<file path="config.mk">
export PLATFORM = sky130hd
export DESIGN_NAME = focft_ctrl
export DESIGN_NICKNAME = d
export VERILOG_FILES = /design/src/hdl/focft_pkg.sv /design/src/hdl/focft_ctrl.sv
export SDC_FILE = /design/constraint.sdc
export NUM_CORES = 1
export LEC_CHECK = 0
export BUFFER_PORTS_ARGS = -buffer_cell sky130_fd_sc_hd__buf_2
export CAP_MARGIN = 20
export CORE_AREA = 10 10 47 49
export CTS_BUF_LIST = sky130_fd_sc_hd__clkbuf_8
export DETAILED_ROUTE_END_ITERATION = 6
export DIE_AREA = 0 0 57 59
export GPL_TIMING_DRIVEN = 0
export PLACE_DENSITY = 0.4
export SLEW_MARGIN = 20
export SYNTH_ARGS = -nofsm -noshare
export SYNTH_HDL_FRONTEND = slang
export SYNTH_SLANG_ARGS = --single-unit
</file>
<file path="constraint.sdc">
create_clock -name clk -period 2.9 [get_ports clk]
set_input_delay 0.145 -clock clk [delete_from_list [all_inputs] [get_ports clk]]
set_output_delay 0.145 -clock clk [all_outputs]
set_load 0.05 [all_outputs]
</file>
<file path="src/hdl/focft_pkg.sv">
// Package for the FOC frame transform pipeline: widths, payload structs,
// the quarter-wave sine table and the saturation helper.
// Depends on nothing; used by every module under hdl.
package focft_pkg;

  localparam int SAMPLE_WIDTH     = 16;
  localparam int ANGLE_WIDTH      = 16;
  localparam int SINE_TABLE_DEPTH = 256;

  localparam int SW    = SAMPLE_WIDTH;
  localparam int FB    = ANGLE_WIDTH - 2;
  localparam int TW    = 17;
  localparam int KW    = 21;
  localparam int Q_K   = 20;
  localparam int Q_T   = 15;
  localparam int IW    = $clog2(SINE_TABLE_DEPTH + 1);
  localparam int DB    = $clog2(SINE_TABLE_DEPTH) + 1;
  localparam int UW    = SW + 2;
  localparam int VW    = SW + 1;
  localparam int PUW   = UW + KW;
  localparam int PVW   = VW + KW;
  localparam int MW    = SW + TW;
  localparam int XSW   = MW + 1;
  localparam int XW    = SW + 2;
  localparam int PRW   = XW + TW;
  localparam int DSW   = PRW + 1;
  localparam int DRAW  = DSW - Q_T;
  localparam int PKW   = XW + KW;
  localparam int PBW   = PKW + 1;
  localparam int PHW   = SW + 3;
  localparam int DRW   = PHW + 2;
  localparam int SATW  = SW + 8;

  localparam int NSTAGE       = 6;
  localparam int FRONT_STAGES = 3;
  localparam int BACK_STAGES  = NSTAGE - FRONT_STAGES;

  localparam longint RND_K = longint'(1) <<< (Q_K - 1);
  localparam longint RND_T = longint'(1) <<< (Q_T - 1);
  localparam longint SAT_HI = (longint'(1) <<< (SW - 1)) - 1;
  localparam longint SAT_LO = -SAT_HI - 1;

  localparam logic signed [KW-1:0] K_SQRT_1_6 = KW'(428079);
  localparam logic signed [KW-1:0] K_SQRT_1_2 = KW'(741455);
  localparam logic signed [KW-1:0] K_SQRT_2_3 = KW'(856159);

  localparam longint HALF_PI_Q30 = 64'sd1686629713;
  localparam longint TRIG_ONE    = 64'sd32768;

  localparam logic [1:0] QUAD_0 = 2'd0;
  localparam logic [1:0] QUAD_1 = 2'd1;
  localparam logic [1:0] QUAD_2 = 2'd2;
  localparam logic [1:0] QUAD_3 = 2'd3;

  typedef logic signed [TW-1:0] trig_t;
  typedef trig_t sine_rom_t [0:SINE_TABLE_DEPTH];

  typedef struct packed {
    logic signed [SW-1:0]  current_a;
    logic signed [SW-1:0]  current_b;
    logic signed [SW-1:0]  current_c;
    logic [ANGLE_WIDTH-1:0] rotor_angle;
    logic signed [SW-1:0]  volt_d;
    logic signed [SW-1:0]  volt_q;
  } in_t;

  typedef struct packed {
    logic signed [SW-1:0] current_d;
    logic signed [SW-1:0] current_q;
    logic signed [SW-1:0] drive_a;
    logic signed [SW-1:0] drive_b;
    logic signed [SW-1:0] drive_c;
  } out_t;

  typedef struct packed {
    logic signed [XW-1:0] alpha;
    logic signed [XW-1:0] beta;
    logic signed [XW-1:0] volt_x;
    logic signed [XW-1:0] volt_y;
    trig_t                sine;
    trig_t                cosine;
  } mid_t;

  function automatic sine_rom_t build_sine_rom();
    sine_rom_t rom;
    longint x;
    longint x2;
    longint term;
    longint sum;
    for (int k = 0; k <= SINE_TABLE_DEPTH; k++) begin
      x    = (longint'(k) * HALF_PI_Q30) / SINE_TABLE_DEPTH;
      x2   = (x * x) >>> 30;
      term = x;
      sum  = x;
      term = ((term * x2) >>> 30) / 64'sd6;
      sum  = sum - term;
      term = ((term * x2) >>> 30) / 64'sd20;
      sum  = sum + term;
      term = ((term * x2) >>> 30) / 64'sd42;
      sum  = sum - term;
      term = ((term * x2) >>> 30) / 64'sd72;
      sum  = sum + term;
      term = ((term * x2) >>> 30) / 64'sd110;
      sum  = sum - term;
      term = ((term * x2) >>> 30) / 64'sd156;
      sum  = sum + term;
      term = ((term * x2) >>> 30) / 64'sd210;
      sum  = sum - term;
      if (sum < 0) begin
        sum = 0;
      end
      sum = (sum + (longint'(1) <<< 14)) >>> 15;
      if (sum > TRIG_ONE) begin
        sum = TRIG_ONE;
      end
      rom[k] = TW'(sum);
    end
    return rom;
  endfunction

  localparam sine_rom_t SINE_ROM = build_sine_rom();

  function automatic logic signed [SW-1:0] saturate(input logic signed [SATW-1:0] v);
    logic signed [SATW-1:0] hi;
    logic signed [SATW-1:0] lo;
    hi = SATW'(SAT_HI);
    lo = SATW'(SAT_LO);
    if (v > hi) begin
      return hi[SW-1:0];
    end else if (v < lo) begin
      return lo[SW-1:0];
    end
    return v[SW-1:0];
  endfunction

endpackage

</file>
<file path="src/hdl/focft_ctrl.sv">
// Valid-bit chain and per-stage load enables for the transform pipeline.
// Depends on focft_pkg.
module focft_ctrl (
  input  logic                          clk,
  input  logic                          rst_n,
  input  logic                          in_valid,
  output logic                          in_ready,
  output logic                          out_valid,
  input  logic                          out_ready,
  output logic [focft_pkg::NSTAGE-1:0]  stage_en
);
  import focft_pkg::*;

  logic [NSTAGE-1:0] valid_r;
  logic [NSTAGE-1:0] valid_nxt;
  logic [NSTAGE:0]   rdy;

  always_comb begin
    rdy[NSTAGE] = out_ready;
    for (int i = NSTAGE - 1; i >= 0; i--) begin
      rdy[i] = !valid_r[i] || rdy[i+1];
    end
  end

  always_comb begin
    valid_nxt[0] = rdy[0] ? in_valid : valid_r[0];
    for (int i = 1; i < NSTAGE; i++) begin
      valid_nxt[i] = rdy[i] ? valid_r[i-1] : valid_r[i];
    end
  end

  always_ff @(posedge clk) begin
    if (!rst_n) begin
      valid_r <= '0;
    end else begin
      valid_r <= valid_nxt;
    end
  end

  assign stage_en  = rdy[NSTAGE-1:0];
  assign in_ready  = rdy[0];
  assign out_valid = valid_r[NSTAGE-1];

endmodule

</file>
* After elaboration in Yosys (flattened, before gate mapping)
Cells that the tools add are included.
Storage, ports and cells: bits in registers 6, bits of input ports 4, word-level logic and storage cells 18
Operators by class: reductions and logical operators 12
Operators by type and width (count):
- zero test 1 bit | 6
- logical OR 1 bit | 6

* Depth between registers and ports, before layout
depth after elaboration 7, depth in mapped cells 5, gate-level depth less buffers 4

* Worst setup path after synthesis
OpenSTA, ideal clock, no wires.
path kind flip-flop to output port, from register valid_r[5], to output stage_en[0] (netlist bit), data arrival time 1839 ps, data required time 2755 ps, setup slack 916 ps, stages on the path, launching flop included 6, cell sequence dfxtp_1 -> and4b_1 -> inv_1 -> nor2_1 -> inv_1 -> buf_4
Between the ends: word-level cells in the longest chain between the ends 7
RTL lines:
- from (decl) | RTL line focft_ctrl.sv:14 | logic [NSTAGE-1:0] valid_r;
- from (signal assigned) | RTL line focft_ctrl.sv:36 | valid_r <= valid_nxt;
- zero test 1 bit | RTL line focft_ctrl.sv:21 | rdy[i] = !valid_r[i] || rdy[i+1];
- logical OR 1 bit (3 in series) | RTL line focft_ctrl.sv:21
- via stage_en (one bit) | RTL line focft_ctrl.sv:10 | output logic [focft_pkg::NSTAGE-1:0] stage_en
- logical OR 1 bit (3 in series) | RTL line focft_ctrl.sv:21
- to (decl) | RTL line focft_ctrl.sv:10
The timed path passes the listed nets, and every way through them passes these cells.

* Worst setup path after layout
from register valid_r[4], to output stage_en[0] (netlist bit)
Between the ends: word-level cells in the longest chain between the ends 6
RTL lines (RTL line):
- zero test 1 bit | focft_ctrl.sv:21
- logical OR 1 bit (5 in series) | focft_ctrl.sv:21
Every way passes these cells.

==> metrics.yaml <==
placed_design:
  hpwl_microns: 452
  place_area_sq_um: 317
  gp_congestion: 0.625
  port_buffers: 11
timing:
  slew_viol_final: 0
  clock.fmax_mhz: 628
  fin_skew_ns: 0.000265
  finalCritPeriodShare_pct: 54.9
  hold_ws_ns: 0.135
  rsz0062_at_grt: "false"
  maxSlewHeadroom_pct: 83.3
  worst_pin_slew_ns: 0.250
  hold_viol: 0
  tns_ns: 0
  fin_crit_ns: 1.59
  setup_viol: 0
worst_setup_path:
  path_class: "register to primary output"
  crit_top_cell: "inv_1"
  critPathSlowestCell: "dfxtp_1"
  cp.depth: 6
  critPathTopFamily: "buffers and inverters"
  reg2reg_depth: 4
  critPathRequiredTime_ns: 2.76
  end_kind: "primary output"
  rrSetupSlack_ns: 1.89
  max_stage_delay_ns: 0.36
  crit_buf_inv: 4
  path_max_fanout: 4
  cp.arrival_ns: 1.45
  critPathLaunchType: "register"
  worstPathCellList: "and4b_1 > inv_1 > nor2_1 > inv_1 > buf_4 > buf_2"
power_and_ir_drop:
  clockPowerShare_pct: 56.7
  power.share.switching_pct: 17.9
  p_seq_share_pct: 40.1
  p_sw_uw: 38.8
  power_leakage_uw: 0.000139
  cellPowerDensity_nw_per_um2: 605
  peakVddDrop_v: 0.000204
  comb_power_share_pct: 3.2
  p_int_uw: 178
  finalPower_uw: 217
grt:
  grt_pass1_vias: 229
  grt_usage_pct: 3.98
  antenna_found_initial: 0
  grt_remaining_overflow: 0
  grt_max_degree: 8
  grt_pass1_wl_microns: 1020
cts:
  root_buffer: "clkbuf_8"
  ctsHoldBuffers: 0
  cts.sinks: 6
  cts_setup_buffers: 0
  cts_max_path_buffers: 2
  clkTransAtPathRegs_ns: 0.03
  insertion_delay_ns: 0.22
  htree_levels: 1
  post_cts_resized: 0
  cts_made_buffers: 3
  cts_tree: "done"
floorplanning:
  die-area_sq_um: 3360
  io_pins: 12
  core_sq_um: 1400
  num_rows: 14
  die_w_microns: 57
  start_util_pct: 17.2
  die-height_microns: 59
cells_and_area:
  nets: 47
  reg_top3: "valid_r (6)"
  final_area_sq_um: 358
  drive_gt1_share_pct: 43.9
  largest_register_ffs: 6
  largest-register: "valid_r"
  antennaDiodeCount: 0
  syn_to_final_growth_pct: 48.2
  final_common_cell: "buf_2"
  layout_common_cells: "11 x buf_2, 6 x dfxtp_1, 4 x nand2_1, 4 x o21a_1"
synthesis:
  synth_compound_area_share_pct: 18.1
  synthMuxAreaShare_pct: 0
  syn-cell-area_sq_um: 241
  synth-seq-area-share_pct: 49.7
  synth.largest_area_cell: "dfxtp_1"
  synth.distinct_cells: 13
  synth_fa_ha_area_share_pct: 0
  synth_top_family_by_area: "simple AND/OR/NAND/NOR gates"
  syn_nets: 31
  yosys.area_share.simple_pct: 22.8
  syn_avg_cell_area_sq_um: 8.94
  yosys_warnings: 0
  ys_top_cells_by_area: "dfxtp_1 50%, o21a_1 12%, nand2_1 6.2%"
  synthXorXnorAreaFrac_pct: 0
  postSynthCellCount: 27
  synth.ff_latch_count: 6
  synth_top_area_share_pct: 49.7
routing:
  avgViaCountPerCell: 3.72
  initialDrtViolationCount: 4
  vias: 212
  ant_nets: 0
  wl_per_cell_microns: 10.2
  drc_errors: 0
  drt_first_pass_iters: 4
  routed_wl_microns: 583
hold_path:
  hold_path.class: "input pin to register"
  hold_depth: 2
status:
  outcome: "finished clean"
run:
  drv_cap: 0
-- synth_stat cells (all sizes together) --
master and number:
dfxtp 6, buf 1, nor2b 2, and2 1
o21a 4, nor2 1, a21oi 1, inv 4
nand2 4, nand3 1, and4b 1, o21ai 1
-- area by class of cell --
| class | instances | area [sq um] |
|---|---|---|
| buffer | 1 | 7.51 |
| clock buffer | 3 | 41.3 |
| fill | 167 | 1040 |
| inverter | 4 | 15.0 |
| multi-input combinational | 16 | 98.8 |
| sequential | 6 | 120 |
| tap | 16 | 20.0 |
| timing repair buffer | 11 | 55.1 |
-- path summary, 6_finish.rpt --
path,from,end
setup / recovery,valid_r[4]$_SDFFE_PN0P_,stage_en[0]
hold / removal,in_valid,valid_r[0]$_SDFFE_PN0P_
setup reg to reg,valid_r[4]$_SDFFE_PN0P_,valid_r[0]$_SDFFE_PN0P_
hold reg to reg,valid_r[0]$_SDFFE_PN0P_,valid_r[1]$_SDFFE_PN0P_
-- metal layers --
layer / up-vias / wire length, microns / track usage, %
li1: 114 / - / -
met2: 12 / 194 / 4.50
met3: 0 / 93 / 4.29
met4: 0 / 0 / 2.01
met1: 86 / 295 / 4.40
met5: - / 0 / 0
-- cells by family (layout without fill, tap and decap cells) --
kind of cell,Yosys count,in the layout
simple gates,10,10
compound gates,6,6
flops,6,6
buf+inv,5,19
-- power by group through the flow --
stage	Clock [uW]	Combinational (uW)	Sequential, uW
2_1_floorplan	0	2.91	88.0
3_3_place_gp	0	7.03	88.0
3_5_place_dp	0	6.86	88.0
4_1_cts	129	6.96	86.7
5_1_grt	133	7.86	87.2
6_report	123	6.92	86.8
-- per-stage QoR --
stage	utilization, %	cells	setup WS, ns
after floorplan	-	27	0.916
final	25.5	57	1.31
after global routing	25.5	57	1.22
after detailed placement	22.6	54	1.54
after CTS	25.5	57	1.29
after global placement	22.6	54	1.52
(Power assumes the default switching activity.)
